===== src/hdl/modular_exponentiation_core_macros.svh =====
// Assertion helpers shared by the core.
`ifndef MODULAR_EXPONENTIATION_CORE_MACROS_SVH
`define MODULAR_EXPONENTIATION_CORE_MACROS_SVH

// Same-cycle implication, sampled on clock, off during reset.
`define MEC_ASSERT_NOW(lbl, ante, cons, msg) \
   lbl: assert property (@(posedge clock) disable iff (reset) (ante) |-> (cons)) else $error(msg);

// Next-cycle implication, sampled on clock, off during reset.
`define MEC_ASSERT_NEXT(lbl, ante, cons, msg) \
   lbl: assert property (@(posedge clock) disable iff (reset) (ante) |=> (cons)) else $error(msg);

`endif


===== src/hdl/modexp_pkg.sv =====
`timescale 1ns / 1ps

package modexp_pkg;

   localparam int WORD_BITS = 64;
   localparam int PORT_BITS = 64;
   localparam int CNT_BITS  = $clog2(WORD_BITS);

   typedef logic [WORD_BITS-1:0] word_type;

   typedef enum logic [2:0] {
      ST_IDLE,
      ST_REDUCE,
      ST_CHECK,
      ST_MUL,
      ST_SQR,
      ST_FINISH
   } state_type;

   typedef struct packed {
      logic     start;
      word_type multiplicand;
      word_type multiplier;
      word_type modulus;
   } mm_req_type;

   typedef struct packed {
      logic     done;
      word_type product;
   } mm_rsp_type;

   // (x + y) mod m for x, y < m
   function automatic word_type add_mod(input word_type x, input word_type y,
                                        input word_type m);
      logic [WORD_BITS:0] s;
      s = {1'b0, x} + {1'b0, y};
      if (s >= {1'b0, m}) begin
         s = s - {1'b0, m};
      end
      return s[WORD_BITS-1:0];
   endfunction

endpackage


===== src/hdl/modexp_cell.sv =====
`timescale 1ns / 1ps

// One multiplier bit; loads in parallel, then passes its bit up the row.
module modexp_cell (
   input  logic clock,
   input  logic load,
   input  logic shift,
   input  logic load_bit,
   input  logic prev_bit,
   output logic bit_out
);

   logic bit_ff;
   logic bit_in;

   always_comb begin
      bit_in = bit_ff;
      if (load) begin
         bit_in = load_bit;
      end else if (shift) begin
         bit_in = prev_bit;
      end
   end

   always_ff @(posedge clock) begin
      bit_ff <= bit_in;
   end

   assign bit_out = bit_ff;

endmodule


===== src/hdl/modexp_mulmod.sv =====
`timescale 1ns / 1ps

// Interleaved shift-add modular multiply, multiplier MSB first, one bit per cycle.
module modexp_mulmod (
   input  logic                   clock,
   input  logic                   reset,
   input  modexp_pkg::mm_req_type req,
   output modexp_pkg::mm_rsp_type rsp
);

   logic                         busy_ff, busy_in;
   logic                         done_ff, done_in;
   logic [modexp_pkg::CNT_BITS-1:0] cnt_ff, cnt_in;
   modexp_pkg::word_type         r_ff, r_in;
   modexp_pkg::word_type         a_ff, a_in;
   modexp_pkg::word_type         m_ff, m_in;
   logic [modexp_pkg::WORD_BITS-1:0] chain_bits;
   logic [modexp_pkg::WORD_BITS-1:0] chain_prev;
   modexp_pkg::word_type         dbl;

   assign chain_prev = {chain_bits[modexp_pkg::WORD_BITS-2:0], 1'b0};

   for (genvar i = 0; i < modexp_pkg::WORD_BITS; i++) begin : g_cell
      modexp_cell u_cell (
         .clock    (clock),
         .load     (req.start),
         .shift    (busy_ff),
         .load_bit (req.multiplier[i]),
         .prev_bit (chain_prev[i]),
         .bit_out  (chain_bits[i])
      );
   end

   always_comb begin
      dbl     = modexp_pkg::add_mod(r_ff, r_ff, m_ff);
      busy_in = busy_ff;
      done_in = 1'b0;
      cnt_in  = cnt_ff;
      r_in    = r_ff;
      a_in    = a_ff;
      m_in    = m_ff;
      if (req.start) begin
         busy_in = 1'b1;
         cnt_in  = modexp_pkg::CNT_BITS'(modexp_pkg::WORD_BITS - 1);
         r_in    = '0;
         a_in    = req.multiplicand;
         m_in    = req.modulus;
      end else if (busy_ff) begin
         r_in = chain_bits[modexp_pkg::WORD_BITS-1]
              ? modexp_pkg::add_mod(dbl, a_ff, m_ff) : dbl;
         cnt_in = cnt_ff - 1'b1;
         if (cnt_ff == '0) begin
            busy_in = 1'b0;
            done_in = 1'b1;
         end
      end
   end

   always_ff @(posedge clock) begin
      if (reset) begin
         busy_ff <= 1'b0;
         done_ff <= 1'b0;
      end else begin
         busy_ff <= busy_in;
         done_ff <= done_in;
      end
      cnt_ff <= cnt_in;
      r_ff   <= r_in;
      a_ff   <= a_in;
      m_ff   <= m_in;
   end

   assign rsp.done    = done_ff;
   assign rsp.product = r_ff;

endmodule


===== src/hdl/modular_exponentiation_core.sv =====
// Modular exponentiation core: returns base^exponent mod modulus, one result
// beat per request beat, for 64-bit unsigned operands. Base is reduced first,
// then the exponent is scanned from its LSB (right-to-left square-and-multiply).
// Every modular product is exact: a row of 64 bit cells feeds the multiplier
// MSB first into a shift-add reduce loop, one bit per cycle. Each exponent
// bit up to the highest set bit costs a square, and each set bit a multiply
// as well. Zero exponent gives 1 (even for modulus one); zero modulus gives
// power_mod 0 with zero_modulus set.
// One request is in flight at a time; req_stall is high while it computes.
// A finished result waits in the output register, so the next request may be
// taken while the previous beat is still stalled.
`timescale 1ns / 1ps

`include "modular_exponentiation_core_macros.svh"

module modular_exponentiation_core (
   input  logic                             clock,
   input  logic                             reset,
   input  logic                             req_valid,
   output logic                             req_stall,
   input  logic [modexp_pkg::PORT_BITS-1:0] req_base,
   input  logic [modexp_pkg::PORT_BITS-1:0] req_exponent,
   input  logic [modexp_pkg::PORT_BITS-1:0] req_modulus,
   output logic                             rsp_valid,
   input  logic                             rsp_stall,
   output logic [modexp_pkg::PORT_BITS-1:0] rsp_power_mod,
   output logic                             rsp_zero_modulus
);

   modexp_pkg::state_type  state_ff, state_in;
   modexp_pkg::word_type   b_ff, b_in;
   modexp_pkg::word_type   e_ff, e_in;
   modexp_pkg::word_type   m_ff, m_in;
   modexp_pkg::word_type   acc_ff, acc_in;
   logic                   err_ff, err_in;
   logic                   rsp_valid_ff, rsp_valid_in;
   modexp_pkg::word_type   rsp_pm_ff, rsp_pm_in;
   logic                   rsp_zm_ff, rsp_zm_in;
   modexp_pkg::mm_req_type mm_req;
   modexp_pkg::mm_rsp_type mm_rsp;
   logic                   req_take;
   logic                   rsp_free;
   modexp_pkg::word_type   in_b, in_e, in_m;

   // only the low WORD_BITS of each operand take part
   assign in_b = req_base[modexp_pkg::WORD_BITS-1:0];
   assign in_e = req_exponent[modexp_pkg::WORD_BITS-1:0];
   assign in_m = req_modulus[modexp_pkg::WORD_BITS-1:0];

   assign req_stall = (state_ff != modexp_pkg::ST_IDLE);
   assign req_take  = req_valid && !req_stall;
   assign rsp_free  = !rsp_valid_ff || !rsp_stall;

   modexp_mulmod u_mulmod (
      .clock (clock),
      .reset (reset),
      .req   (mm_req),
      .rsp   (mm_rsp)
   );

   // next state
   always_comb begin
      state_in = state_ff;
      unique case (state_ff)
         modexp_pkg::ST_IDLE: begin
            if (req_take) begin
               state_in = (in_m == '0) ? modexp_pkg::ST_FINISH : modexp_pkg::ST_REDUCE;
            end
         end
         modexp_pkg::ST_REDUCE: begin
            if (mm_rsp.done) begin
               state_in = modexp_pkg::ST_CHECK;
            end
         end
         modexp_pkg::ST_CHECK: begin
            if (e_ff == '0) begin
               state_in = modexp_pkg::ST_FINISH;
            end else if (e_ff[0]) begin
               state_in = modexp_pkg::ST_MUL;
            end else begin
               state_in = modexp_pkg::ST_SQR;
            end
         end
         modexp_pkg::ST_MUL: begin
            if (mm_rsp.done) begin
               state_in = modexp_pkg::ST_SQR;
            end
         end
         modexp_pkg::ST_SQR: begin
            if (mm_rsp.done) begin
               state_in = modexp_pkg::ST_CHECK;
            end
         end
         modexp_pkg::ST_FINISH: begin
            if (rsp_free) begin
               state_in = modexp_pkg::ST_IDLE;
            end
         end
         default: state_in = modexp_pkg::ST_IDLE;
      endcase
   end

   // multiplier launches
   always_comb begin
      mm_req.start        = 1'b0;
      mm_req.multiplicand = b_ff;
      mm_req.multiplier   = b_ff;
      mm_req.modulus      = m_ff;
      unique case (state_ff)
         modexp_pkg::ST_IDLE: begin
            // base mod m == 1 * base mod m
            mm_req.start        = req_take && (in_m != '0);
            mm_req.multiplicand = modexp_pkg::word_type'(1);
            mm_req.multiplier   = in_b;
            mm_req.modulus      = in_m;
         end
         modexp_pkg::ST_CHECK: begin
            mm_req.start      = (e_ff != '0);
            mm_req.multiplier = e_ff[0] ? acc_ff : b_ff;
         end
         modexp_pkg::ST_MUL: begin
            // square follows the accumulate step
            mm_req.start = mm_rsp.done;
         end
         default: begin
            mm_req.start = 1'b0;
         end
      endcase
   end

   // datapath
   always_comb begin
      b_in         = b_ff;
      e_in         = e_ff;
      m_in         = m_ff;
      acc_in       = acc_ff;
      err_in       = err_ff;
      rsp_valid_in = rsp_valid_ff && rsp_stall;
      rsp_pm_in    = rsp_pm_ff;
      rsp_zm_in    = rsp_zm_ff;
      if (req_take) begin
         e_in   = in_e;
         m_in   = in_m;
         acc_in = modexp_pkg::word_type'(1);
         err_in = (in_m == '0);
      end
      if (mm_rsp.done) begin
         if (state_ff == modexp_pkg::ST_MUL) begin
            acc_in = mm_rsp.product;
         end else begin
            b_in = mm_rsp.product;
         end
         if (state_ff == modexp_pkg::ST_SQR) begin
            e_in = e_ff >> 1;
         end
      end
      if (state_ff == modexp_pkg::ST_FINISH && rsp_free) begin
         rsp_valid_in = 1'b1;
         rsp_pm_in    = err_ff ? '0 : acc_ff;
         rsp_zm_in    = err_ff;
      end
   end

   always_ff @(posedge clock) begin
      if (reset) begin
         state_ff     <= modexp_pkg::ST_IDLE;
         rsp_valid_ff <= 1'b0;
      end else begin
         state_ff     <= state_in;
         rsp_valid_ff <= rsp_valid_in;
      end
      b_ff      <= b_in;
      e_ff      <= e_in;
      m_ff      <= m_in;
      acc_ff    <= acc_in;
      err_ff    <= err_in;
      rsp_pm_ff <= rsp_pm_in;
      rsp_zm_ff <= rsp_zm_in;
   end

   assign rsp_valid        = rsp_valid_ff;
   assign rsp_power_mod    = modexp_pkg::PORT_BITS'(rsp_pm_ff);
   assign rsp_zero_modulus = rsp_zm_ff;

   `MEC_ASSERT_NOW(a_done_in_compute, mm_rsp.done, (state_ff == modexp_pkg::ST_REDUCE) || (state_ff == modexp_pkg::ST_MUL) || (state_ff == modexp_pkg::ST_SQR), "multiply finished outside a compute state")
   `MEC_ASSERT_NOW(a_err_zero, rsp_valid_ff && rsp_zm_ff, rsp_pm_ff == '0, "zero modulus result not zero")
   `MEC_ASSERT_NEXT(a_check_exit, (state_ff == modexp_pkg::ST_CHECK) && (e_ff == '0), state_ff == modexp_pkg::ST_FINISH, "exhausted exponent did not finish")

endmodule

===== config.mk =====
export PLATFORM = sky130hd
export DESIGN_NAME = modular_exponentiation_core
export DESIGN_NICKNAME = d
export VERILOG_FILES = /design/src/hdl/modexp_pkg.sv /design/src/hdl/modexp_cell.sv /design/src/hdl/modexp_mulmod.sv /design/src/hdl/modular_exponentiation_core.sv
export VERILOG_INCLUDE_DIRS = /design/src /design/src/hdl
export SDC_FILE = /design/constraint.sdc
export NUM_CORES = 1
export LEC_CHECK = 0
export BUFFER_PORTS_ARGS = -buffer_cell sky130_fd_sc_hd__buf_2
export CORE_AREA = 4 4 204 305
export DETAILED_ROUTE_END_ITERATION = 12
export DIE_AREA = 0 0 208 309
export PLACE_DENSITY = 0.89
export SLEW_MARGIN = 5
export SYNTH_ARGS = -nofsm -noshare
export SYNTH_HDL_FRONTEND = slang
export SYNTH_SLANG_ARGS = --single-unit

===== constraint.sdc =====
create_clock -name clock -period 10.9 [get_ports clock]
set_input_delay 0 -clock clock [delete_from_list [all_inputs] [get_ports clock]]
set_output_delay 0 -clock clock [all_outputs]
set_load 0.05 [all_outputs]

==> run summary <==
GRT overflow: 0
max layer used: met4
most frequent cells in the layout: o21ai_0, edfxtp_1, nand2_1, a21oi_1, buf_2
Avg WL per Cell: 25.4 um
Sequential Power Share: 21.1%
# nets final: 4599
Final GP Congestion: 1.06
syn_nets: 4283
Hold Path Class: input pin to flip-flop
port bufs: 262
initial DRC count: 3795
first-pass GRT wire length: 193000 um
Main synth FF type: edfxtp_1
Tmin final: 9.88 ns
CORE AREA: 59700 sq um
CP arrival: 10.46 ns
Die H: 309 um
Routed Antenna Nets: 0
PwrDens: 330 nW/um^2
length of routed met3 wiring: 12900 um
Clock Latency Late Sink: 0.67 ns
Critical path buffers and inverters: 4
Initial Utilization: 61.2%
Clock transition at path regs: 0.08 ns
Setup TNS: 0 ns
CTS Buffer Depth: 3
register area share after synthesis: 42.9%
Ports: 263
skew final: 0.0268 ns
Setup crit end kind: flip-flop
worst-margin pin slew: 1.18 ns
max frequency: 0.101 GHz
Worst setup endpoint: u_mulmod.r_ff[22]
vias in the first global route: 32200
Setup crit start kind: flip-flop
Die Span X: 208 um
Overall Power: 0.0139 W
CP top delay family: compound AO/OA/AOI/OAI gates
HPWL Detailed: 90100 um
Max Cap Viol: 0
clock power share: 15.0%
pin count of the biggest net entering global routing: 129
commonest non-fill, non-tap cell in the layout: o21ai_0
all-layer global routing usage: 38.3%
area growth from synthesis to layout: 15.5%
Max-slew headroom: 21.4%
Worst path depth: 38
switching part of the total: 50.1%
CTS resizes: 0
TritonCTS clock tree: done
Crit path required time: 11.47 ns
post-synthesis register bit count: 590
FP Rows: 110
clock root buffer: clkbuf_16
layout cells sized above 1: 13.4%
crit path from: u_mulmod.m_ff[26]
Syn Inst Count: 3890
status: finished, final reports clean
CTS HTree Levels: 2
number of cells after detailed placement: 4739
Comb pwr share: 63.9%
Crit Path Max Fanout: 39
NetSw: 0.00698 W
Setup violations, final: 0
TritonRoute pass-1 iters: 6
Hold Violations, Final: 0
critical path class: flip-flop to flip-flop
internal reg-to-reg setup slack: 1.02 ns
Post-route DRC: 0
via-per-instance ratio: 6.62
Worst path max stage delay: 0.85 ns
EDFF count, synth: 386
Power Internal: 0.00697 W
filler instances: 4411
RSZ-0062 raised after global routing: false
r2r endpoint: u_mulmod.r_ff[22]
VDD IR max: 0.214 mV
Critical R2R Launch: u_mulmod.m_ff[26]
Layout Cells excl Fill: 5041
overall die area: 64300 sq um
Avg Cell Area, Syn: 9.39 sq um
Detail Route met2 WL: 58600 um
DRT met1 WL: 49600 um
async set-reset flop share out of synthesis: 0%
CTS Buf Count: 54
Ys Warns: 0
Syn Std Cell Area: 36500 sq um
Unique masters post-synth: 88
LEAKAGE: 17.0 nW
Final Max Tran Viols: 0
Tcrit/Tclk final: 90.7%
initial antenna violation count: 6
worst reg-to-reg path cell count: 38
CTS sink cnt: 590
crit path max-delay cell type: o211a_2
routed via count: 33400
final wirelength: 128000 um
==> how the worst min path moves through the flow <==
stage,cells past startpoint,from,to
3_3_place_gp,1,req_modulus[49],m_ff[49]
3_5_place_dp,1,req_modulus[62],m_ff[62]
5_1_grt,2,req_modulus[60],m_ff[60]
4_1_cts,2,req_modulus[57],m_ff[57]
2_1_floorplan,1,reset,rsp_valid
6_report,2,req_modulus[48],m_ff[48]
==> cell usage after synthesis (43+ instances only) <==
cell      instances  share of area, %
o221ai_1         69               1.7
nor4_1           43              0.74
nand4_1          56              0.96
mux2i_1          77               2.1
clkbuf_1        191               2.0
a31oi_1          47              0.80
a21o_1           81               1.7
xnor2_1         114               2.7
a21oi_1         270               3.7
mux2_2          115               3.5
inv_1           134               1.4
o21ai_0         394               5.4
edfxtp_1        386                32
dfxtp_1         204                11
xor2_1           67               1.6
a22o_1           65               1.6
nor2_1          246               2.5
and2_1           77               1.3
nand2_1         385               4.0
nand3_1          86               1.2
nor3b_1          71               1.5
o211ai_1         43              0.88
nor2b_1          77               1.3
ha_1            194               6.6
==> flip-flops by register name (all words and copies together), names as in the netlist <==
| register | flops |
|---|---|
| u_mulmod.m_ff | 64 |
| err_ff | 1 |
| u_mulmod.done_ff | 1 |
| b_ff | 64 |
| rsp_valid | 1 |
| state_ff | 3 |
| m_ff | 64 |
| rsp_zero_modulus | 1 |
| u_mulmod.busy_ff | 1 |
| u_mulmod.cnt_ff | 6 |
| u_mulmod.g_cell.u_cell.bit_out | 64 |
| e_ff | 64 |
| u_mulmod.a_ff | 64 |
| rsp_power_mod | 64 |
| acc_ff | 64 |
| u_mulmod.r_ff | 64 |
==> worst reg2reg max path, delay by kind of cell (launching register included) <==
family,cells,cell delay [ns]
flip-flops,1,0.33
buffers and inverters,4,0.69
XOR/XNOR,1,0.38
AO/OA/AOI/OAI,17,4.68
adder cells (fa/ha/maj),4,1.42
AND/OR/NAND/NOR,12,2.28
==> kinds of logic after synthesis <==
group | Yosys count | share of synthesized area, %
xor+xnor | 181 | 4.34
simple gates | 1168 | 15.7
flops | 590 | 42.9
mux | 192 | 5.65
fa+ha+maj | 197 | 6.81
buf+inv | 379 | 4.07
compound gates | 1183 | 20.5
==> layer usage <==
layer  global-route usage, %  vias up
met5                       0        -
met1                    51.5    15800
met2                    62.0     2216
met4                    16.3        0
li1                        -    15000
met3                    6.25      376
==> area by class of cell <==
| cell class | count | area, sq um | area share [%] |
|---|---|---|---|
| multi-input combinational | 2921 | 19500 | 46.1 |
| sequential | 590 | 15700 | 37.2 |
| timing repair buffer | 503 | 3630 | 8.61 |
| clock buffer | 70 | 1540 | 3.66 |
| tap | 784 | 981 | 2.32 |
| inverter | 136 | 513 | 1.22 |
| clock inverter | 32 | 379 | 0.898 |
| antenna | 5 | 12.5 | 0.0296 |
==> per-stage QoR <==
stage          hold slack (ns)  util [%]  worst slack, ns  instance area, sq um
2_1_floorplan           0.0691         -             3.24                 36500
3_3_place_gp             0.209      64.2             1.27                 38300
3_5_place_dp             0.210      64.2             1.22                 38300
4_1_cts                 0.0601      70.6             1.20                 42200
5_1_grt                 0.0920      70.7            0.429                 42200
6_report                0.0966      70.7             1.02                 42200
==> what timing repair did <==
item	in CTS	in global routing
setup buffers	0	0
endpoints found under the hold margin	263	0
hold buffers	195	0
==> power groups by stage <==
stage	logic (W)	clock network, W	registers (W)
detailed placement	0.00845	0	0.00296
global route	0.00953	0.00217	0.00296
floorplan	0.00610	0	0.00282
finish	0.00892	0.00209	0.00295
CTS	0.00857	0.00208	0.00291
global placement	0.00844	0	0.00295
No activity file was read; power rests on OpenSTA's default activity.
